===== config.mk =====
export PLATFORM = sky130hd
export DESIGN_NAME = bfmd_fifo
export DESIGN_NICKNAME = d
export VERILOG_FILES = /design/src/hdl/bfmd_pkg.sv /design/src/hdl/bfmd_fifo.sv
export VERILOG_INCLUDE_DIRS = /design/src /design/src/hdl
export SDC_FILE = /design/constraint.sdc
export NUM_CORES = 1
export LEC_CHECK = 0
export BUFFER_PORTS_ARGS = -buffer_cell sky130_fd_sc_hd__buf_2
export CORE_ASPECT_RATIO = 0.7
export CORE_MARGIN = 10
export CORE_UTILIZATION = 58
export DETAILED_ROUTE_END_ITERATION = 10
export PLACE_DENSITY_LB_ADDON = 0.2
export SETUP_SLACK_MARGIN = 0.5
export SLEW_MARGIN = 25
export SYNTH_ARGS = -nofsm -noshare
export SYNTH_HDL_FRONTEND = slang
export SYNTH_SLANG_ARGS = --single-unit

===== constraint.sdc =====
create_clock -name clk -period 4 [get_ports clk]
set_input_delay 0.4 -clock clk [delete_from_list [all_inputs] [get_ports clk]]
set_output_delay 0.4 -clock clk [all_outputs]
set_load 0.01 [all_outputs]

===== src/hdl/block_first_match_downscaler_assert.svh =====
// ----------------------------------------------------------------------------
// block_first_match_downscaler_assert.svh
// Assertion macros shared by the cfg, fifo and back modules. They expect clk and rst
// in scope.
// ----------------------------------------------------------------------------
`ifndef BLOCK_FIRST_MATCH_DOWNSCALER_ASSERT_SVH
`define BLOCK_FIRST_MATCH_DOWNSCALER_ASSERT_SVH

// same-cycle implication
`define BFMD_ASSERT_NOW(lbl, ante, cons, msg) \
  lbl: assert property (@(posedge clk) disable iff (rst) (ante) |-> (cons)) else $error(msg);

// next-cycle implication
`define BFMD_ASSERT_NEXT(lbl, ante, cons, msg) \
  lbl: assert property (@(posedge clk) disable iff (rst) (ante) |=> (cons)) else $error(msg);

`endif


===== src/hdl/bfmd_pkg.sv =====
// ----------------------------------------------------------------------------
// bfmd_pkg
// Types and constants of the block first-match downscaler.
// ----------------------------------------------------------------------------
`default_nettype none

package bfmd_pkg;

  localparam int MAX_WIDTH   = 2048;
  localparam int MAX_SCALE   = 16;
  localparam int LINE_AW     = $clog2(MAX_WIDTH);
  localparam int QUEUE_DEPTH = 4;
  localparam int QPTR_W      = $clog2(QUEUE_DEPTH);
  localparam int QCNT_W      = $clog2(QUEUE_DEPTH + 1);
  localparam int DIV_STEPS   = 12;

  localparam logic [2:0] REG_MATCH_MODE     = 3'd0;
  localparam logic [2:0] REG_GRAY_THRESHOLD = 3'd1;
  localparam logic [2:0] REG_LABEL_KEY      = 3'd2;
  localparam logic [2:0] REG_BLOCK_SCALE    = 3'd3;
  localparam logic [2:0] REG_IMAGE_WIDTH    = 3'd4;
  localparam logic [2:0] REG_IMAGE_HEIGHT   = 3'd5;

  typedef struct packed {
    logic [7:0]  gray_pixel;
    logic [15:0] pixel_label;
  } pix_in_t;

  typedef struct packed {
    logic [7:0] out_pixel;
    logic       out_row_end;
    logic       frame_end;
  } pix_out_t;

  // settings and derived geometry, the front of the pipe sees this
  typedef struct packed {
    logic        match_mode;
    logic [7:0]  gray_threshold;
    logic [15:0] label_key;
    logic [4:0]  scale;
    logic [11:0] width;
    logic [11:0] height;
    logic [11:0] out_cols;
    logic [11:0] col_limit;
    logic [11:0] row_limit;
    logic [11:0] last_row_start;
    logic        busy;
  } cfg_t;

  typedef struct packed {
    logic [LINE_AW-1:0] addr;
    logic [7:0]         gray;
    logic               hit;
    logic               first;
    logic               last;
    logic               row_end;
    logic               frame_end;
  } q_item_t;

  typedef enum logic [1:0] {
    G_IDLE,
    G_LOAD,
    G_DIV,
    G_FINISH
  } geo_state_t;

endpackage

`default_nettype wire


===== src/hdl/bfmd_fifo.sv =====
// ----------------------------------------------------------------------------
// bfmd_fifo
// Short queue of classified pixels between front and back.
// ----------------------------------------------------------------------------
`default_nettype none

module bfmd_fifo (
  input  wire logic              clk,
  input  wire logic              rst,
  input  wire logic              push,
  input  wire bfmd_pkg::q_item_t push_item,
  output logic                   full,
  output logic                   head_valid,
  output bfmd_pkg::q_item_t      head_item,
  input  wire logic              pop
);
  import bfmd_pkg::*;

  `include "block_first_match_downscaler_assert.svh"

  q_item_t            slots [QUEUE_DEPTH];
  logic [QPTR_W-1:0]  wr_ptr, rd_ptr;
  logic [QCNT_W-1:0]  count;

  assign full       = (count == QCNT_W'(QUEUE_DEPTH));
  assign head_valid = (count != '0);
  assign head_item  = slots[rd_ptr];

  always_ff @(posedge clk) begin
    if (push) begin
      slots[wr_ptr] <= push_item;
    end
  end

  always_ff @(posedge clk) begin
    if (rst) begin
      wr_ptr <= '0;
      rd_ptr <= '0;
      count  <= '0;
    end else begin
      if (push) wr_ptr <= wr_ptr + QPTR_W'(1);
      if (pop)  rd_ptr <= rd_ptr + QPTR_W'(1);
      case ({push, pop})
        2'b10:   count <= count + QCNT_W'(1);
        2'b01:   count <= count - QCNT_W'(1);
        default: count <= count;
      endcase
    end
  end

  `BFMD_ASSERT_NOW(a_no_overflow, push, !full, "push into full queue")
  `BFMD_ASSERT_NOW(a_no_underflow, pop, head_valid, "pop from empty queue")

endmodule

`default_nettype wire


==> run metrics <==
clk root buf clkbuf_8; commonest non-fill, non-tap cell in the layout edfxtp_1; Final Power 2.032 mW; row cnt 24; min Tclk post-route 2.452 ns; Starting Density 0.6144; worst hold-check path type primary input to flip-flop; Synth warnings 0; Crit Path Max Fanout 24; share of cells above drive strength 1 0.3889; post-DR vias/cell 5.505; Synth Cell Area 3930 µm²; critical path cell sequence mux4_1 > buf_2; number of global-route vias before repair 1992; M1 WL 2780 µm; die height 88.87 µm; HPWL Detailed 4350 µm; Worst Path Arrival 2.05 ns; Critical Path End Type primary output; Vias 1789; area grow syn2layout 12.61%; port buffer count 53; sequential-to-total area share from yosys stat 0.7794; Setup-failing EPs final 0; hold_buf cts 0; clk buf depth 2; drt total wl 6670 µm; CTS buffer count 9; DIE AREA 10520 µm²; critical path's largest stage delay 0.88 ns; max_slew headroom 0.4544; Post-Syn Instances 169; setup_tns 0 ns; GP Congestion 0.6984; max-slew violation count 0; ant diodes 0; P_leak 1.526 nW; status completed; clk_lat worst skew 0.35 ns; worst hold margin 0.2563 ns; final worst-path cycle share 0.6130; initial drt markers 98; post-cts resize count 0; WL met3 420 µm; 1st-pass router iterations 5; Netlist cell types 21; CP Data Required Time 3.60 ns; drt drc 0; pwr dens 459.1 nW/µm²; WL per Instance 20.52 µm; Synth Register Bits 105; Worst Setup Start Kind flip-flop; commonest cells after routing, fill and taps aside edfxtp_1, buf_2, mux4_2, clkbuf_8; first-pass GRT wire length 10360 µm; max cap viols 0; Final nets 264; RSZ-0062 raised after global routing no; GRT Util Overall 0.1317; core area 6396 µm²; measured slew at the worst slew-check pin 0.8183 ns; clk_skew 0.007630 ns; Syn Nets 203; worst vdd ir 0.2424 mV; CP max stage cell dfxtp_2; Max Freq 407.8 MHz; CTS tree yes; ANT nets after route 0; top sig layer met4; Congestion Overflow GR 0; Setup Fix Bufs, Post-CTS 0; Die X 118.4 µm; Hold Violations, Final 0; total clock sinks 105; R2R setup slack 2.38 ns; number of top-level pins 54; initial antenna violation count 0; crit path kind flip-flop to primary output; htree depth 3; clock slew at the register clock pins of the worst setup and hold paths 0.09 ns; WL met2 3374 µm; Avg Inst Size Synth 23.25 µm²; largest net degree at the start of global routing 25
==> final timing paths <==
path                startpoint             to  cells past startpoint
hold reg to reg      rd_ptr[1]      flip-flop                      2
setup / recovery     flip-flop  head_item[16]                      2
setup reg to reg     wr_ptr[0]   slots[3][15]                      3
hold / removal    push_item[4]    slots[2][4]                      1
==> state kept, by name, summed over array words and instances, names as in the netlist, named ones only <==
register / count
slots: 96
rd_ptr: 2
wr_ptr: 2
count: 3
==> layout make-up <==
cell class / count / area, µm²
Inverter: 3 / 11.26
Multi-Input combinational cell: 54 / 789.5
Timing Repair Buffer: 57 / 295.3
Clock inverter: 6 / 26.28
Sequential cell: 105 / 3065
Fill cell: 409 / 1971
Clock buffer: 9 / 123.9
Tap cell: 91 / 113.9
==> critical path, delay by kind of cell (launching register included) <==
kind                   cells  cell delay, ns
buffers and inverters      1            0.16
DFF                        1            0.88
muxes                      1            0.66
==> metal layers <==
layer	global-route usage	vias to the layer above
met2	0.2182	58
met4	0.05856	0
li1	-	807
met5	0	-
met3	0.04898	9
met1	0.1540	915
==> cell usage after synthesis <==
library cell  number  area, µm²
a21oi_1            1      5.000
dfxtp_1            9      180.2
inv_1              3      11.26
mux2i_1            2      20.02
xor2_1             2      17.52
xnor2_1            3      26.28
nor2_1             7      26.28
fa_1               1      20.02
o21ai_0            1      5.000
edfxtp_1          96       2883
mux4_1             4      105.1
buf_6              1      11.26
ha_1               5      62.56
clkbuf_1           2      7.510
or3_1              2      12.51
mux4_2            20      450.4
and2_1             4      25.02
buf_12             2      40.04
buf_2              2      10.01
nand2_1            1      3.750
nor3b_1            1      7.510
==> per-stage QoR <==
stage          setup slack, ns  cell area, µm²  instances  utilization
6_report                 1.548            4425        325       0.6919
5_1_grt                  1.374            4425        325       0.6919
4_1_cts                  1.481            4424        325       0.6917
3_5_place_dp             1.879            4274        310       0.6682
3_3_place_gp             1.901            4272        310       0.6678
2_1_floorplan            2.369            3930        169            -
==> power by group <==
group          switching (mW)  internal (mW)  leakage (nW)
logic                   0.107          0.110         0.497
registers              0.0406           1.26         0.957
clock network           0.306          0.212        0.0727
total                   0.453           1.58          1.53
==> kinds of logic (layout without fill, tap and decap cells) <==
family	count (synthesis)	after routing	share of synthesized area
AOI/OAI and AO/OA	2	2	0.002545
muxes	26	26	0.1464
buffers and inverters	10	75	0.02038
adders and majority gates	6	6	0.02101
xor gates and xnor gates	5	5	0.01114
DFF	105	105	0.7794
and+or+nand+nor	15	15	0.01910
No activity file was read; power rests on OpenSTA's default activity.
