===== src/hdl/block_first_match_downscaler_assert.svh =====
// ----------------------------------------------------------------------------
// block_first_match_downscaler_assert.svh
// Assertion macros shared by the cfg, fifo and back modules. They expect clk and rst
// in scope.
// ----------------------------------------------------------------------------
`ifndef BLOCK_FIRST_MATCH_DOWNSCALER_ASSERT_SVH
`define BLOCK_FIRST_MATCH_DOWNSCALER_ASSERT_SVH

// same-cycle implication
`define BFMD_ASSERT_NOW(lbl, ante, cons, msg) \
  lbl: assert property (@(posedge clk) disable iff (rst) (ante) |-> (cons)) else $error(msg);

// next-cycle implication
`define BFMD_ASSERT_NEXT(lbl, ante, cons, msg) \
  lbl: assert property (@(posedge clk) disable iff (rst) (ante) |=> (cons)) else $error(msg);

`endif


===== src/hdl/bfmd_pkg.sv =====
// ----------------------------------------------------------------------------
// bfmd_pkg
// Types and constants of the block first-match downscaler.
// ----------------------------------------------------------------------------
`default_nettype none

package bfmd_pkg;

  localparam int MAX_WIDTH   = 2048;
  localparam int MAX_SCALE   = 16;
  localparam int LINE_AW     = $clog2(MAX_WIDTH);
  localparam int QUEUE_DEPTH = 4;
  localparam int QPTR_W      = $clog2(QUEUE_DEPTH);
  localparam int QCNT_W      = $clog2(QUEUE_DEPTH + 1);
  localparam int DIV_STEPS   = 12;

  localparam logic [2:0] REG_MATCH_MODE     = 3'd0;
  localparam logic [2:0] REG_GRAY_THRESHOLD = 3'd1;
  localparam logic [2:0] REG_LABEL_KEY      = 3'd2;
  localparam logic [2:0] REG_BLOCK_SCALE    = 3'd3;
  localparam logic [2:0] REG_IMAGE_WIDTH    = 3'd4;
  localparam logic [2:0] REG_IMAGE_HEIGHT   = 3'd5;

  typedef struct packed {
    logic [7:0]  gray_pixel;
    logic [15:0] pixel_label;
  } pix_in_t;

  typedef struct packed {
    logic [7:0] out_pixel;
    logic       out_row_end;
    logic       frame_end;
  } pix_out_t;

  // settings and derived geometry, the front of the pipe sees this
  typedef struct packed {
    logic        match_mode;
    logic [7:0]  gray_threshold;
    logic [15:0] label_key;
    logic [4:0]  scale;
    logic [11:0] width;
    logic [11:0] height;
    logic [11:0] out_cols;
    logic [11:0] col_limit;
    logic [11:0] row_limit;
    logic [11:0] last_row_start;
    logic        busy;
  } cfg_t;

  typedef struct packed {
    logic [LINE_AW-1:0] addr;
    logic [7:0]         gray;
    logic               hit;
    logic               first;
    logic               last;
    logic               row_end;
    logic               frame_end;
  } q_item_t;

  typedef enum logic [1:0] {
    G_IDLE,
    G_LOAD,
    G_DIV,
    G_FINISH
  } geo_state_t;

endpackage

`default_nettype wire


===== src/hdl/bfmd_cfg.sv =====
// ----------------------------------------------------------------------------
// bfmd_cfg
// Register file and geometry unit: clamps the settings and finds the block
// counts and covered region with two restoring dividers stepped together.
// ----------------------------------------------------------------------------
`default_nettype none

module bfmd_cfg (
  input  wire logic          clk,
  input  wire logic          rst,
  input  wire logic          cfg_valid,
  output logic               cfg_ready,
  input  wire logic [2:0]    cfg_index,
  input  wire logic [15:0]   cfg_data,
  output bfmd_pkg::cfg_t     cfg
);
  import bfmd_pkg::*;

  `include "block_first_match_downscaler_assert.svh"

  logic        match_mode;
  logic [7:0]  gray_threshold;
  logic [15:0] label_key;
  logic [4:0]  block_scale;
  logic [11:0] image_width;
  logic [11:0] image_height;

  logic [4:0]  s_eff;
  logic [11:0] w_eff;
  logic [11:0] h_eff;

  geo_state_t  state, state_next;
  logic [3:0]  div_cnt;
  logic [11:0] wq, hq;
  logic [4:0]  wr, hr;
  logic [4:0]  wr_sh, hr_sh;
  logic        w_ge, h_ge;
  logic [11:0] out_cols, col_limit, row_limit, last_row_start;
  logic        busy;
  logic        wr_en;
  logic        geo_write;

  assign wr_en     = cfg_valid && cfg_ready;
  assign geo_write = wr_en && (cfg_index == REG_BLOCK_SCALE ||
                               cfg_index == REG_IMAGE_WIDTH ||
                               cfg_index == REG_IMAGE_HEIGHT);

  always_ff @(posedge clk) begin
    if (rst) begin
      match_mode     <= 1'b0;
      gray_threshold <= 8'd0;
      label_key      <= 16'd0;
      block_scale    <= 5'd2;
      image_width    <= 12'd640;
      image_height   <= 12'd480;
    end else if (wr_en) begin
      case (cfg_index)
        REG_MATCH_MODE:     match_mode     <= cfg_data[0];
        REG_GRAY_THRESHOLD: gray_threshold <= cfg_data[7:0];
        REG_LABEL_KEY:      label_key      <= cfg_data;
        REG_BLOCK_SCALE:    block_scale    <= cfg_data[4:0];
        REG_IMAGE_WIDTH:    image_width    <= cfg_data[11:0];
        REG_IMAGE_HEIGHT:   image_height   <= cfg_data[11:0];
        default: ;
      endcase
    end
  end

  always_comb begin
    if (block_scale == 5'd0) begin
      s_eff = 5'd1;
    end else if (block_scale > 5'(MAX_SCALE)) begin
      s_eff = 5'(MAX_SCALE);
    end else begin
      s_eff = block_scale;
    end
    if (image_width == 12'd0) begin
      w_eff = 12'd1;
    end else if (image_width > 12'(MAX_WIDTH)) begin
      w_eff = 12'(MAX_WIDTH);
    end else begin
      w_eff = image_width;
    end
    h_eff = (image_height == 12'd0) ? 12'd1 : image_height;
  end

  // next state
  always_comb begin
    state_next = state;
    case (state)
      G_IDLE:   if (geo_write) state_next = G_LOAD;
      G_LOAD:   state_next = G_DIV;
      G_DIV:    if (div_cnt == 4'(DIV_STEPS - 1)) state_next = G_FINISH;
      G_FINISH: state_next = G_IDLE;
      default:  state_next = G_IDLE;
    endcase
  end

  // outputs
  always_comb begin
    busy      = (state != G_IDLE);
    cfg_ready = !busy;
  end

  always_ff @(posedge clk) begin
    if (rst) begin
      state <= G_LOAD;
    end else begin
      state <= state_next;
    end
  end

  assign wr_sh = {wr[3:0], wq[11]};
  assign hr_sh = {hr[3:0], hq[11]};
  assign w_ge  = wr_sh >= s_eff;
  assign h_ge  = hr_sh >= s_eff;

  always_ff @(posedge clk) begin
    case (state)
      G_LOAD: begin
        wq      <= w_eff;
        hq      <= h_eff;
        wr      <= 5'd0;
        hr      <= 5'd0;
        div_cnt <= 4'd0;
      end
      G_DIV: begin
        wq      <= {wq[10:0], w_ge};
        hq      <= {hq[10:0], h_ge};
        wr      <= w_ge ? wr_sh - s_eff : wr_sh;
        hr      <= h_ge ? hr_sh - s_eff : hr_sh;
        div_cnt <= div_cnt + 4'd1;
      end
      G_FINISH: begin
        out_cols       <= wq;
        col_limit      <= w_eff - {7'd0, wr};
        row_limit      <= h_eff - {7'd0, hr};
        last_row_start <= h_eff - {7'd0, hr} - {7'd0, s_eff};
      end
      default: ;
    endcase
  end

  always_comb begin
    cfg.match_mode     = match_mode;
    cfg.gray_threshold = gray_threshold;
    cfg.label_key      = label_key;
    cfg.scale          = s_eff;
    cfg.width          = w_eff;
    cfg.height         = h_eff;
    cfg.out_cols       = out_cols;
    cfg.col_limit      = col_limit;
    cfg.row_limit      = row_limit;
    cfg.last_row_start = last_row_start;
    cfg.busy           = busy;
  end

  `BFMD_ASSERT_NEXT(a_geo_write_busy, geo_write, busy, "geometry write did not start divider")
  `BFMD_ASSERT_NEXT(a_finish_idle, state == G_FINISH, state == G_IDLE, "divider did not finish")

endmodule

`default_nettype wire


===== config.mk =====
export PLATFORM = sky130hd
export DESIGN_NAME = bfmd_cfg
export DESIGN_NICKNAME = d
export VERILOG_FILES = /design/src/hdl/bfmd_pkg.sv /design/src/hdl/bfmd_cfg.sv
export VERILOG_INCLUDE_DIRS = /design/src /design/src/hdl
export SDC_FILE = /design/constraint.sdc
export NUM_CORES = 1
export LEC_CHECK = 0
export BUFFER_PORTS_ARGS = -buffer_cell sky130_fd_sc_hd__clkbuf_2
export CORE_ASPECT_RATIO = 1.1
export CORE_UTILIZATION = 55
export DETAILED_ROUTE_END_ITERATION = 7
export PLACE_DENSITY = 0.79
export SYNTH_ARGS = -nofsm -noshare
export SYNTH_HDL_FRONTEND = slang
export SYNTH_SLANG_ARGS = --single-unit

===== constraint.sdc =====
create_clock -name clk -period 4.7 [get_ports clk]
set_input_delay 0.47 -clock clk [delete_from_list [all_inputs] [get_ports clk]]
set_output_delay 0.47 -clock clk [all_outputs]
set_load 0.01 [all_outputs]

==> out/results.tsv <==
metric	value	unit
rr_worst_depth	14	
antenna_cells	0	
clock_latency	0.42	ns
cts_buffer_depth	2	
cts_resized	0	
synthesis.instances	642	
drtIter0Drc	307	
final_common_cell	clkbuf_2	
fin_nets	803	
critical-path-top-delay-family	simple AND/OR/NAND/NOR gates	
synth_top_area_cell	edfxtp_1	
critPathSlowestCell	fa_1	
synth_area	0.00688	sq mm
final_util	67.2	%
path_max_fanout	9	
hold_violations	0	
required	4.84	ns
end_kind	flop	
power.density	590	mW/mm^2
holdPathStages	3	
h-tree-depth	4	
ios	126	
grt_usage	24.5	%
io_buffers	125	
crit_cells	14	
total_power	0.00479	W
grt_max_degree	57	
rows	42	
syn_to_final_growth	18.1	%
totalWireLength	15100	microns
grt_pass1_vias	4970	
crit_chain	or3_4 -> nand2b_4 -> nor3_1 -> a31oi_1 -> ha_1 -> inv_1 -> fa_1 -> ha_1 -> nor2b_1 -> o31a_2 -> o21ai_0 -> nand3_1 -> nor4_1 -> xor2_1	
synth_area_leaders	edfxtp_1 (38%), dfxtp_1 (16%), ha_1 (5.5%)	
placed_cell_area	0.00753	sq mm
relSlewSlack	13.5	%
core	0.0121	sq mm
tns	0	ns
syn_avg_cell_area	10.7	sq um
root_buffer	clkbuf_16	
cp_slowest_stage_delay	0.46	ns
start_kind	flop	
ir_drop	0.274	mV
post_cts_buffers	0	
fin_crit	4.13	ns
status	complete, no violations	
fin_crit_sh	87.8	%
start_util	56.9	%
cts-hold-fix-buffers	0	
synthArstFlopShare	0	%
path_class	reg2reg	
gp_congestion	0.898	
dp_hpwl	10600	microns
antenna_found_initial	0	
synth-edff-count	86	
die-width	109	microns
setup_viol	0	
drc	0	
drv_cap	0	
hp-class	in2reg	
synth-seq-cells	142	
mostFrequentLayoutCells	clkbuf_2 (125), nand2_1 (90), edfxtp_1 (86)	
synth_top_area_share	37.5	%
ant_nets	0	
worstPathArrival	4.27	ns
cts_sinks	142	
post-route-cell-area	0.00812	sq mm
cts_buffers	17	
synthesis.nets	699	
leakage	3.43	nW
clock_skew	0.00945	ns
detail_route.wl_per_cell	16.5	microns
crit_top_cell	ha_1	
grt_pass1_wl	24200	microns
die-area	0.0130	sq mm
grt_overflow	0	
fmax	242	MHz
drive_above_1_share	24.8	%
path_clk_slew	0.06	ns
synthFlopType	edfxtp_1	
hold_slack	0.277	ns
maxSlewViolCount	0	
critPathBufInv	1	
dr.pass1.iters	4	
die_h	119	microns
yosysSeqAreaShare	53.8	%
yosysWarnings	0	
via_per_inst	5.57	
grt_setup_unrepaired	false	
tritoncts	built	
worstMarginPinSlew	1.29	ns
vias	5083	
synthDistinctLibCells	56	
cell usage after synthesis (all sizes together), types with 4 or more instances:
library cell  count
or3               5
nor2             45
clkbuf           34
nor4              4
inv              42
ha               30
o21ai            23
dfxtp            56
mux2             18
nand2            90
mux2i            32
edfxtp           86
xor2              7
xnor2            21
fa                5
buf               6
nand3            12
nand2b           16
nor2b            18
o211ai            4
nor3              7
a21oi            35
nand3b            7
logic make-up (layout without fill, tap and decap cells):
| family | Yosys count | count (layout) | share of synthesized area [%] |
|---|---|---|---|
| simple gates | 216 | 216 | 15.2 |
| flops | 142 | 142 | 53.8 |
| compound gates | 88 | 88 | 7.88 |
| buf+inv | 83 | 200 | 5.00 |
| mux | 50 | 50 | 7.60 |
| fa+ha+maj | 35 | 35 | 6.91 |
| xor+xnor | 28 | 28 | 3.57 |
worst paths after layout:
kind                            slack [ns]             from                 to
worst min register to register        0.45            wq[6]        out_cols[6]
worst min-delay path                  0.28     cfg_data[13]      label_key[13]
worst max register to register        0.57  image_height[7]  last_row_start[9]
worst max-delay path                  0.57  image_height[7]  last_row_start[9]
sequential cells by signal (all words and copies together), names as in the netlist:
| name | count |
|---|---|
| gray_threshold | 8 |
| out_cols | 12 |
| last_row_start | 12 |
| wq | 12 |
| block_scale | 5 |
| match_mode | 1 |
| row_limit | 12 |
| hr | 5 |
| image_height | 12 |
| wr | 5 |
| hq | 12 |
| col_limit | 12 |
| label_key | 16 |
| state | 2 |
| image_width | 12 |
| div_cnt | 4 |
routing by layer:
layer  GRT usage (%)  vias to the layer above  share of wire, %
li1                -                     2420                 -
met1            31.5                     2419                41
met5               0                        -                 0
met3            5.20                       46               7.2
met4            12.8                        0               3.6
met2            38.6                      198                48
stage by stage:
stage          worst slack [ns]  std cells
3_3_place_gp              0.876        881
5_1_grt                   0.367        913
6_report                  0.574        913
2_1_floorplan              1.13        642
3_5_place_dp              0.649        881
4_1_cts                   0.615        913
where the power goes:
group	total [W]	leakage, nW	internal, W	switching, W
clock	0.00134	0.280	0.000833	0.000511
sequential	0.00192	1.26	0.00179	0.000131
combinational	0.00153	1.89	0.000602	0.000924
total	0.00479	3.43	0.00322	0.00157
final cells by class:
class,instances,area [sq um]
multi-input combinational,417,2840
sequential,142,3700
timing repair buffer,126,633
clock buffer,18,429
fill,914,3960
clock inverter,14,166
tap,154,193
inverter,42,158
worst min-delay path, delay by kind of cell:
kind / cells / cell delay, ns
buf+inv: 1 / 0.08
compound gates: 1 / 0.05
simple gates: 1 / 0.04
Power figures use the tool's default switching activity.
