### config.mk
export PLATFORM = sky130hd
export DESIGN_NAME = bfmd_front
export DESIGN_NICKNAME = d
export VERILOG_FILES = /design/src/hdl/block_first_match_downscaler_assert.svh /design/src/hdl/bfmd_pkg.sv /design/src/hdl/bfmd_front.sv
export SDC_FILE = /design/constraint.sdc
export NUM_CORES = 1
export LEC_CHECK = 0
export BUFFER_PORTS_ARGS = -buffer_cell sky130_fd_sc_hd__buf_4
export CAP_MARGIN = 15
export CORE_UTILIZATION = 30
export CTS_CLUSTER_DIAMETER = 60
export CTS_CLUSTER_SIZE = 8
export DETAILED_ROUTE_END_ITERATION = 10
export SLEW_MARGIN = 10
export SYNTH_ARGS = -nofsm -noshare
export SYNTH_HDL_FRONTEND = slang
export SYNTH_SLANG_ARGS = --single-unit
### constraint.sdc
create_clock -name clk -period 4.4 [get_ports clk]
set_clock_uncertainty 0.1 [all_clocks]
set_input_delay 0.44 -clock clk [delete_from_list [all_inputs] [get_ports clk]]
set_output_delay 0.44 -clock clk [all_outputs]
set_load 0.1 [all_outputs]
### src/hdl/block_first_match_downscaler_assert.svh
// ----------------------------------------------------------------------------
// block_first_match_downscaler_assert.svh
// Assertion macros shared by the cfg, fifo and back modules. They expect clk and rst
// in scope.
// ----------------------------------------------------------------------------
`ifndef BLOCK_FIRST_MATCH_DOWNSCALER_ASSERT_SVH
`define BLOCK_FIRST_MATCH_DOWNSCALER_ASSERT_SVH

// same-cycle implication
`define BFMD_ASSERT_NOW(lbl, ante, cons, msg) \
  lbl: assert property (@(posedge clk) disable iff (rst) (ante) |-> (cons)) else $error(msg);

// next-cycle implication
`define BFMD_ASSERT_NEXT(lbl, ante, cons, msg) \
  lbl: assert property (@(posedge clk) disable iff (rst) (ante) |=> (cons)) else $error(msg);

`endif

### src/hdl/bfmd_pkg.sv
// ----------------------------------------------------------------------------
// bfmd_pkg
// Types and constants of the block first-match downscaler.
// ----------------------------------------------------------------------------
`default_nettype none

package bfmd_pkg;

  localparam int MAX_WIDTH   = 2048;
  localparam int MAX_SCALE   = 16;
  localparam int LINE_AW     = $clog2(MAX_WIDTH);
  localparam int QUEUE_DEPTH = 4;
  localparam int QPTR_W      = $clog2(QUEUE_DEPTH);
  localparam int QCNT_W      = $clog2(QUEUE_DEPTH + 1);
  localparam int DIV_STEPS   = 12;

  localparam logic [2:0] REG_MATCH_MODE     = 3'd0;
  localparam logic [2:0] REG_GRAY_THRESHOLD = 3'd1;
  localparam logic [2:0] REG_LABEL_KEY      = 3'd2;
  localparam logic [2:0] REG_BLOCK_SCALE    = 3'd3;
  localparam logic [2:0] REG_IMAGE_WIDTH    = 3'd4;
  localparam logic [2:0] REG_IMAGE_HEIGHT   = 3'd5;

  typedef struct packed {
    logic [7:0]  gray_pixel;
    logic [15:0] pixel_label;
  } pix_in_t;

  typedef struct packed {
    logic [7:0] out_pixel;
    logic       out_row_end;
    logic       frame_end;
  } pix_out_t;

  // settings and derived geometry, the front of the pipe sees this
  typedef struct packed {
    logic        match_mode;
    logic [7:0]  gray_threshold;
    logic [15:0] label_key;
    logic [4:0]  scale;
    logic [11:0] width;
    logic [11:0] height;
    logic [11:0] out_cols;
    logic [11:0] col_limit;
    logic [11:0] row_limit;
    logic [11:0] last_row_start;
    logic        busy;
  } cfg_t;

  typedef struct packed {
    logic [LINE_AW-1:0] addr;
    logic [7:0]         gray;
    logic               hit;
    logic               first;
    logic               last;
    logic               row_end;
    logic               frame_end;
  } q_item_t;

  typedef enum logic [1:0] {
    G_IDLE,
    G_LOAD,
    G_DIV,
    G_FINISH
  } geo_state_t;

endpackage

`default_nettype wire

### src/hdl/bfmd_front.sv
// ----------------------------------------------------------------------------
// bfmd_front
// Raster position tracking and pixel classification; queues pixels that fall
// inside whole blocks.
// ----------------------------------------------------------------------------
`default_nettype none

module bfmd_front (
  input  wire logic              clk,
  input  wire logic              rst,
  input  wire logic              pixel_valid,
  output logic                   pixel_stall,
  input  wire bfmd_pkg::pix_in_t pixel,
  input  wire bfmd_pkg::cfg_t    cfg,
  input  wire logic              q_full,
  output logic                   q_push,
  output bfmd_pkg::q_item_t      q_item
);
  import bfmd_pkg::*;

  logic [LINE_AW-1:0] column_count;
  logic [11:0]        row_count;
  logic [3:0]         column_in_block;
  logic [3:0]         row_in_block;
  logic [LINE_AW-1:0] output_column;

  logic [LINE_AW-1:0] column_count_next;
  logic [11:0]        row_count_next;
  logic [3:0]         column_in_block_next;
  logic [3:0]         row_in_block_next;
  logic [LINE_AW-1:0] output_column_next;

  logic        accept;
  logic [4:0]  cib_inc, rib_inc, scale_m1;
  logic [11:0] cc_inc;
  logic [12:0] rc_inc;
  logic        in_region, hit, row_end;

  assign pixel_stall = cfg.busy || q_full;
  assign accept      = pixel_valid && !pixel_stall;

  assign cib_inc  = {1'b0, column_in_block} + 5'd1;
  assign rib_inc  = {1'b0, row_in_block} + 5'd1;
  assign cc_inc   = {1'b0, column_count} + 12'd1;
  assign rc_inc   = {1'b0, row_count} + 13'd1;
  assign scale_m1 = cfg.scale - 5'd1;

  assign in_region = ({1'b0, column_count} < cfg.col_limit) && (row_count < cfg.row_limit);
  assign hit = cfg.match_mode ? (pixel.pixel_label == cfg.label_key)
                              : (pixel.gray_pixel > cfg.gray_threshold);
  assign row_end = (({1'b0, output_column} + 12'd1) == cfg.out_cols);

  always_comb begin
    q_push            = accept && in_region;
    q_item.addr       = output_column;
    q_item.gray       = pixel.gray_pixel;
    q_item.hit        = hit;
    q_item.first      = (column_in_block == 4'd0) && (row_in_block == 4'd0);
    q_item.last       = ({1'b0, column_in_block} == scale_m1) &&
                        ({1'b0, row_in_block} == scale_m1);
    q_item.row_end    = row_end;
    q_item.frame_end  = row_end && (row_count >= cfg.last_row_start);
  end

  always_comb begin
    column_count_next    = column_count;
    row_count_next       = row_count;
    column_in_block_next = column_in_block;
    row_in_block_next    = row_in_block;
    output_column_next   = output_column;
    if (cib_inc >= cfg.scale) begin
      column_in_block_next = 4'd0;
      output_column_next   = output_column + LINE_AW'(1);
    end else begin
      column_in_block_next = cib_inc[3:0];
    end
    if (cc_inc >= cfg.width) begin
      column_count_next    = '0;
      column_in_block_next = 4'd0;
      output_column_next   = '0;
      row_in_block_next    = (rib_inc >= cfg.scale) ? 4'd0 : rib_inc[3:0];
      if (rc_inc >= {1'b0, cfg.height}) begin
        row_count_next    = 12'd0;
        row_in_block_next = 4'd0;
      end else begin
        row_count_next = rc_inc[11:0];
      end
    end else begin
      column_count_next = cc_inc[LINE_AW-1:0];
    end
  end

  always_ff @(posedge clk) begin
    if (rst) begin
      column_count    <= '0;
      row_count       <= 12'd0;
      column_in_block <= 4'd0;
      row_in_block    <= 4'd0;
      output_column   <= '0;
    end else if (accept) begin
      column_count    <= column_count_next;
      row_count       <= row_count_next;
      column_in_block <= column_in_block_next;
      row_in_block    <= row_in_block_next;
      output_column   <= output_column_next;
    end
  end

endmodule

`default_nettype wire

==> run summary, run 1 <==
Synth Warn #: 0
Async SR Flop Fraction: 0%
Post-synth EDFFs: 0
Hold WC Path Type: flip-flop to flip-flop
sw power: 326 uW
Avg Inst Size Synth: 7.74 um^2
first-pass GRT wire length: 21100 um
Critical Path, Cell by Cell: ha_1 -> and4_1 -> and3_1 -> o32a_1 -> o2111ai_1 -> a2111oi_2 -> nor3b_4 -> buf_4
Internal Power: 794 uW
fin area: 0.00640 mm^2
Synth area leaders: ha_1, dfxtp_1, xnor2_1
Post-Route Setup TNS: 0 ns
gr usage total: 15.4%
Synth cell types: 64
maximum clock rate: 0.264 GHz
WL/cell: 13.2 um
kind of critical path: flip-flop to primary output
Leakage: 3.17 nW
RSZ-0062 raised after global routing: false
share of layout cells above drive strength 1: 22.6%
Synth top cells by count: ha_1, inv_1, nand2_1, dfxtp_1, nand3_1
Layout Utilization: 40.1%
post-route ant nets: 0
routed vias/inst: 4.86
CP peak stage delay: 0.60 ns
Slew Limit Headroom: 53.2%
cts repair resizes: 0
result of the run: completed
initial antenna violation count: 0
Worst Setup End Kind: primary output
Worst VDD drop: 121 uV
GRT met2 Usage: 27.5%
Yosys reg bits: 42
vias in the first global route: 4423
GRT overflow: 0
Power Total: 1.12 mW
Logic pwr share: 27.4%
H-tree depth: 2
Crit Reg-Reg Startpoint: column_count[0]
Final Cycle Share: 86.0%
# diodes: 0
Startpoint Class: flip-flop
maximum root-to-sink buffer count: 2
I/O pins: 157
CTS tree: built
max_cap viols: 0
CP top delay family: simple AND/OR/NAND/NOR gates
residual DRC count: 0
layout overhead on the synthesized area: 29.7%
Area after DPL: 0.00623 mm^2
gpl congestion: 0.822
filler cell count in the final layout: 1695
Worst-path clk slew: 0.06 ns
CTS sink cnt: 42
initial DRC count: 186
M1 GR Usage: 20.0%
# hold bufs at CTS: 0
Synth top area share: 21.1%
worst skew pair latency: 0.29 ns
cell with the most instances after synthesis: ha_1
Hold Crit Start: column_count[1]
crit path launch: output_column[0]
CTS buffer count: 5
CP max stage cell: a2111oi_2
dpl hpwl: 10800 um
Syn Inst Count: 637
Synth area leader: ha_1
setup bufs post-CTS: 0
WP data arrival: 3.24 ns
nets: 986
vias post-DR: 4810
Setup violations, final: 0
synthesized area: 0.00493 mm^2
Die ar.: 0.0169 mm^2
Fin. Hold Viols: 0
Clock power frac: 37.9%
Die Y: 130 um
die width: 130 um
DRT Wirelength: 13100 um
Seq/Total Area, Yosys: 17.1%
Final Max Slew Viols: 0
Core Region: 0.0159 mm^2
min cycle time layout: 3.78 ns
critical-path maximum fanout: 8
PortBufs: 156
Worst Hold Slack: 0.409 ns
Slew @ Worst Pin: 0.697 ns
GR Util met3: 1.76%
root buf cell: clkbuf_16
initial core utilization: 30.9%
Mapped Nets: 851
CP bufs+invs: 1
Sw Ratio: 29.1%
required time worst endpoint: 3.86 ns
Reg power frac: 34.7%
largest net degree at the start of global routing: 26
Initial DRT Pass Iterations: 4
Synth Flop Type: dfxtp_1
gr busiest metal: met2
power per cell area: 175 mW/mm^2
# rows: 46
-- final timing paths --
check,end,slack [ns],cells past startpoint
max,q_item[0],0.62,8
min,column_count[1],0.41,2
max reg2reg,row_count[1],0.66,12
min reg2reg,column_count[1],0.41,2
-- through the flow --
| step | std cells | worst slack [ns] |
|---|---|---|
| 3_5_place_dp | 981 | 0.684 |
| 4_1_cts | 989 | 0.599 |
| 2_1_floorplan | 637 | 0.160 |
| 3_3_place_gp | 981 | 0.790 |
| 5_1_grt | 989 | 0.309 |
| 6_report | 989 | 0.616 |
-- sequential cells by signal, indices dropped and copies added, names as in the netlist --
register,cells
column_count,11
column_in_block,4
output_column,11
row_count,12
row_in_block,4
-- power groups by stage --
stage / combinational, mW / clock (mW) / sequential, mW
after global routing: 0.338 / 0.448 / 0.389
after floorplan: 0.171 / 0 / 0.405
final: 0.307 / 0.424 / 0.389
after CTS: 0.310 / 0.433 / 0.389
after detailed placement: 0.309 / 0 / 0.397
after global placement: 0.307 / 0 / 0.398
-- kinds of logic (layout without fill, tap and decap cells) --
family                   after synthesis  count (layout)  synth area share [%]
adder cells (fa/ha/maj)               83              83                  21.1
AND/OR/NAND/NOR                      201             201                  21.4
multiplexers                           4               4                 0.914
buffers and inverters                113             249                  9.97
flip-flops                            42              42                  17.1
AO/OA/AOI/OAI                        130             130                  18.2
XOR/XNOR                              64              64                  11.4
-- worst reg2reg max path: stages (launching register included) --
cell and delay [ns]:
dfxtp_1 0.40, ha_1 0.23, nand3_1 0.16, nor2_1 0.23
and3_1 0.26, nand3_1 0.11, xnor2_1 0.15, ha_1 0.30
o21a_1 0.19, a221o_1 0.42, a21o_1 0.29, a21oi_1 0.62
a22o_1 0.23
-- area by class of cell --
type	count	area, um^2	share of cell area [%]
clock inverter	3	45.0	0.704
multi-input combinational	482	3610	56.4
sequential	42	841	13.1
tap	216	270	4.23
timing repair buffer	160	1200	18.8
clock buffer	5	125	1.96
inverter	81	304	4.75
-- layout by cell type, fill, tap and decap left out, drive strengths merged, types with 3 or more instances in the layout --
| cell | count |
|---|---|
| a211oi | 6 |
| clkbuf | 5 |
| o21a | 3 |
| a21o | 13 |
| nor4 | 5 |
| a21oi | 31 |
| nor3b | 5 |
| and3 | 11 |
| nand2b | 9 |
| xnor2 | 39 |
| inv | 80 |
| a22o | 8 |
| buf | 160 |
| xor2 | 25 |
| a2111oi | 4 |
| o21ai | 22 |
| o2111ai | 5 |
| nor2b | 4 |
| nand4 | 19 |
| a31oi | 4 |
| a32oi | 4 |
| o211ai | 5 |
| nand2 | 46 |
| nor3 | 7 |
| nand3 | 43 |
| mux2i | 3 |
| and4 | 6 |
| nor2 | 35 |
| dfxtp | 42 |
| or3 | 4 |
| o22ai | 4 |
| ha | 83 |
-- layer usage --
layer | wire, um | up-vias | share of wire (%)
met5 | 0 | - | 0
met4 | 93 | 0 | 0.71
met3 | 492 | 7 | 3.8
met2 | 6310 | 98 | 48
met1 | 6160 | 2171 | 47
li1 | - | 2534 | -
Note: power is estimated with default switching activity, not from simulation.
==> run 2: changes to the inputs <==
- CTS_BUF_LIST: not set -> sky130_fd_sc_hd__clkbuf_4 sky130_fd_sc_hd__clkbuf_8
==> run summary, run 2 (synthesis results as in run 1) <==
result of the run: completed (unchanged)
max_cap viols: 0 (unchanged)
gr usage total: 15.5% (was 15.4%)
initial antenna violation count: 0 (unchanged)
residual DRC count: 0 (unchanged)
Slew Limit Headroom: 52.6% (was 53.2%)
dpl hpwl: 10800 um (unchanged)
Worst VDD drop: 104 uV (was 121 uV)
CTS buffer count: 5 (unchanged)
Post-Route Setup TNS: 0 ns (unchanged)
# diodes: 0 (unchanged)
CTS tree: built (unchanged)
commonest non-fill, non-tap cells in the layout: buf_4, ha_1, inv_1 (unchanged)
worst skew pair latency: 0.31 ns (was 0.29 ns)
Die Y: 130 um (unchanged)
Startpoint Class: flip-flop (unchanged)
Worst Setup End Kind: primary output (unchanged)
share of layout cells above drive strength 1: 22.6% (unchanged)
gpl congestion: 0.822 (unchanged)
sw power: 319 uW (was 326 uW)
worst slack, placed: 0.684 ns (unchanged)
Die ar.: 0.0169 mm^2 (unchanged)
setup bufs post-CTS: 0 (unchanged)
Area after DPL: 0.00623 mm^2 (unchanged)
# rows: 46 (unchanged)
Biggest register: row_count (unchanged)
layout overhead on the synthesized area: 28.6% (was 29.7%)
# hold bufs at CTS: 0 (unchanged)
Reg power frac: 38.3% (was 34.7%)
kind of critical path: flip-flop to primary output (unchanged)
Hold WC Path Type: input pin to flip-flop (was flip-flop to flip-flop)
vias in the first global route: 4441 (was 4423)
Initial DRT Pass Iterations: 4 (unchanged)
Sw Ratio: 31.4% (was 29.1%)
worst setup margin: 0.591 ns (was 0.616 ns)
WP data arrival: 3.27 ns (was 3.24 ns)
Fin. Hold Viols: 0 (unchanged)
DRT Wirelength: 13100 um (about the same)
PortBufs: 156 (unchanged)
largest net degree at the start of global routing: 26 (unchanged)
power per cell area: 160 mW/mm^2 (was 175 mW/mm^2)
initial DRC count: 239 (was 186)
H-tree depth: 2 (unchanged)
fin area: 0.00634 mm^2 (was 0.00640 mm^2)
Layout Utilization: 39.8% (was 40.1%)
CTS sink cnt: 42 (unchanged)
post-route ant nets: 0 (unchanged)
Worst-path clk slew: 0.08 ns (was 0.06 ns)
min cycle time layout: 3.81 ns (was 3.78 ns)
critical-path maximum fanout: 8 (unchanged)
Final Cycle Share: 86.6% (was 86.0%)
GRT overflow: 0 (unchanged)
die width: 130 um (unchanged)
initial core utilization: 30.9% (unchanged)
I/O pins: 157 (unchanged)
routed vias/inst: 4.90 (was 4.86)
vias post-DR: 4848 (was 4810)
Setup violations, final: 0 (unchanged)
Internal Power: 695 uW (was 794 uW)
Clock power frac: 31.4% (was 37.9%)
biggest regs: row_count: 12 flops, column_count: 11 flops, output_column: 11 flops (unchanged)
Slew @ Worst Pin: 0.711 ns (was 0.697 ns)
maximum clock rate: 0.263 GHz (was 0.264 GHz)
required time worst endpoint: 3.86 ns (about the same)
Final Max Slew Viols: 0 (unchanged)
commonest non-fill, non-tap cell in the layout: buf_4 (unchanged)
maximum root-to-sink buffer count: 2 (unchanged)
first-pass GRT wire length: 21100 um (about the same)
WL/cell: 13.3 um (was 13.2 um)
cts repair resizes: 0 (unchanged)
nets: 986 (unchanged)
RSZ-0062 raised after global routing: false (unchanged)
root buf cell: clkbuf_8 (was clkbuf_16)
Core Region: 0.0159 mm^2 (unchanged)
Logic pwr share: 30.3% (was 27.4%)
Largest register FFs: 12 (unchanged)
Leakage: 3.14 nW (was 3.17 nW)
[run 2: final cells by class]
cell class	instances	area, um^2
fillers	1700	9600
multi-input cells	482	3610
repair buffers	160	1200
flip-flops and latches	42	841
inverters	81	304
well taps	216	270
clock buffers	5	68.8
clock inverters	3	45.0
[run 2: worst max-delay path, cell delays in order, from the launching register on]
cell and delay, ns:
dfxtp_1 0.48, ha_1 0.28, and4_1 0.36, and3_1 0.33
o32a_1 0.19, o2111ai_1 0.11, a2111oi_2 0.59, nor3b_4 0.29
buf_4 0.32
[run 2: stage by stage]
stage | hold slack [ns] | power, mW | cells
5_1_grt | 0.403 | 1.07 | 989
4_1_cts | 0.393 | 1.02 | 989
3_3_place_gp | 0.385 | 0.705 | 981
6_report | 0.402 | 1.01 | 989
2_1_floorplan | 0.370 | 0.575 | 637
3_5_place_dp | 0.402 | 0.706 | 981
[run 2: path summary, 6_finish.rpt]
kind / start / to / slack (ns) / cells after the start
min: rst / column_in_block[3] / 0.40 / 2
max reg2reg: column_count[0] / row_count[1] / 0.65 / 12
max: output_column[0] / q_item[0] / 0.59 / 8
min reg2reg: column_count[1] / column_count[1] / 0.41 / 2
[run 2: power groups by stage]
stage               Sequential (mW)  Clock (mW)  Combinational [mW]
floorplan                     0.405           0               0.171
global placement              0.398           0               0.307
detailed placement            0.397           0               0.309
CTS                           0.388       0.324               0.310
global route                  0.389       0.340               0.338
finish                        0.388       0.319               0.307
[run 2: routing by layer]
metal	up-vias	track usage, %	wire, um
li1	2534	-	-
met1	2195	20.1	6170
met2	108	27.7	6380
met3	11	1.64	477
met4	0	2.80	102
met5	-	0	0
==> run 3: changes to the inputs <==
- MAX_ROUTING_LAYER: not set -> met4
==> run summary, run 3 (synthesis results as in run 1) <==
result of the run: completed (unchanged)
Power Total: 1.01 mW (about the same)
residual DRC count: 0 (unchanged)
max_cap viols: 0 (unchanged)
Slew @ Worst Pin: 0.698 ns (was 0.711 ns)
PortBufs: 156 (unchanged)
initial core utilization: 30.9% (unchanged)
Leakage: 3.14 nW (unchanged)
Final Max Slew Viols: 0 (unchanged)
root buf cell: clkbuf_8 (unchanged)
commonest non-fill, non-tap cell in the layout: buf_4 (unchanged)
CTS tree: built (unchanged)
# hold bufs at CTS: 0 (unchanged)
Setup violations, final: 0 (unchanged)
biggest regs: row_count: 12 flops, column_count: 11 flops, output_column: 11 flops (unchanged)
Largest register FFs: 12 (unchanged)
first-pass GRT wire length: 21100 um (unchanged)
storage element area: 841 um^2 (unchanged)
Die ar.: 0.0169 mm^2 (unchanged)
dpl hpwl: 10800 um (unchanged)
multi-input logic area: 0.00361 mm^2 (unchanged)
Initial DRT Pass Iterations: 4 (unchanged)
Die Y: 130 um (unchanged)
Core Region: 0.0159 mm^2 (unchanged)
maximum root-to-sink buffer count: 2 (unchanged)
# diodes: 0 (unchanged)
gpl congestion: 0.834 (was 0.822)
CTS buffer count: 5 (unchanged)
gr usage total: 15.9% (was 15.5%)
vias in the first global route: 4441 (unchanged)
nets: 986 (unchanged)
Worst Setup End Kind: primary output (unchanged)
Post-Route Setup TNS: 0 ns (unchanged)
cts repair resizes: 0 (unchanged)
power per cell area: 160 mW/mm^2 (about the same)
placed cell count: 981 (unchanged)
post-route ant nets: 0 (unchanged)
Area after DPL: 0.00623 mm^2 (unchanged)
Hold WC Path Type: input pin to flip-flop (unchanged)
Worst Hold Slack: 0.403 ns (was 0.402 ns)
CP max stage cell: a2111oi_2 (unchanged)
setup bufs post-CTS: 0 (unchanged)
Biggest register: row_count (unchanged)
share of layout cells above drive strength 1: 22.6% (unchanged)
initial DRC count: 218 (was 239)
initial antenna violation count: 0 (unchanged)
I/O pins: 157 (unchanged)
layout overhead on the synthesized area: 28.6% (unchanged)
WL/cell: 13.3 um (about the same)
filler cell count in the final layout: 1700 (unchanged)
fin area: 0.00634 mm^2 (unchanged)
vias post-DR: 4845 (was 4848)
Worst VDD drop: 104 uV (about the same)
Worst-path clk slew: 0.08 ns (about the same)
Slew Limit Headroom: 53.1% (was 52.6%)
H-tree depth: 2 (unchanged)
worst setup margin: 0.589 ns (was 0.591 ns)
WP data arrival: 3.27 ns (about the same)
die width: 130 um (unchanged)
required time worst endpoint: 3.86 ns (about the same)
DRT Wirelength: 13100 um (about the same)
Startpoint Class: flip-flop (unchanged)
critical-path maximum fanout: 8 (unchanged)
Final Cycle Share: 86.6% (about the same)
CP peak stage delay: 0.60 ns (was 0.59 ns)
commonest non-fill, non-tap cells in the layout: buf_4, ha_1, inv_1 (unchanged)
Layout Utilization: 39.8% (unchanged)
# rows: 46 (unchanged)
largest net degree at the start of global routing: 26 (unchanged)
worst slack, placed: 0.684 ns (unchanged)
CTS sink cnt: 42 (unchanged)
kind of critical path: flip-flop to primary output (unchanged)
routed vias/inst: 4.90 (about the same)
GRT overflow: 0 (unchanged)
Non-Filler Instances: 989 (unchanged)
RSZ-0062 raised after global routing: false (unchanged)
worst skew pair latency: 0.30 ns (was 0.31 ns)
maximum clock rate: 0.262 GHz (was 0.263 GHz)
Fin. Hold Viols: 0 (unchanged)
Critical Path, Cell by Cell: ha_1 -> and4_1 -> and3_1 -> o32a_1 -> o2111ai_1 -> a2111oi_2 -> nor3b_4 -> buf_4 (unchanged)
min cycle time layout: 3.81 ns (about the same)
run 3: critical path, delay by kind of cell, from the launching register on:
family	cells	cell delay, ns
flops	1	0.48
fa+ha+maj	1	0.28
buf+inv	1	0.32
simple gates	3	0.98
compound gates	3	0.90
run 3: where the power goes:
group	leakage [nW]	switching [mW]	internal, mW	total, mW
Clock	0.0504	0.149	0.169	0.318
Sequential	0.339	0.00568	0.383	0.388
Combinational	2.75	0.164	0.144	0.307
run 3: cell type report:
cell class | instances | area share, %
Timing Repair Buffer | 160 | 18.9
Tap cell | 216 | 4.26
Multi-Input combinational cell | 482 | 56.9
Clock inverter | 3 | 0.710
Clock buffer | 5 | 1.09
Sequential cell | 42 | 13.3
Inverter | 81 | 4.80
run 3: per-layer routing:
| layer | up-vias | track usage [%] | wire (um) |
|---|---|---|---|
| met3 | 11 | 1.64 | 471 |
| met2 | 107 | 27.7 | 6380 |
| met5 | - | - | 0 |
| li1 | 2533 | - | - |
| met1 | 2194 | 20.1 | 6180 |
| met4 | 0 | 2.80 | 102 |
run 3: worst paths after layout:
kind	startpoint	end	slack [ns]	cells after the start
max	output_column[0]	q_item[0]	0.59	8
min	rst	column_in_block[3]	0.40	2
max reg2reg	column_count[0]	row_count[1]	0.65	12
min reg2reg	column_count[1]	column_count[1]	0.41	2
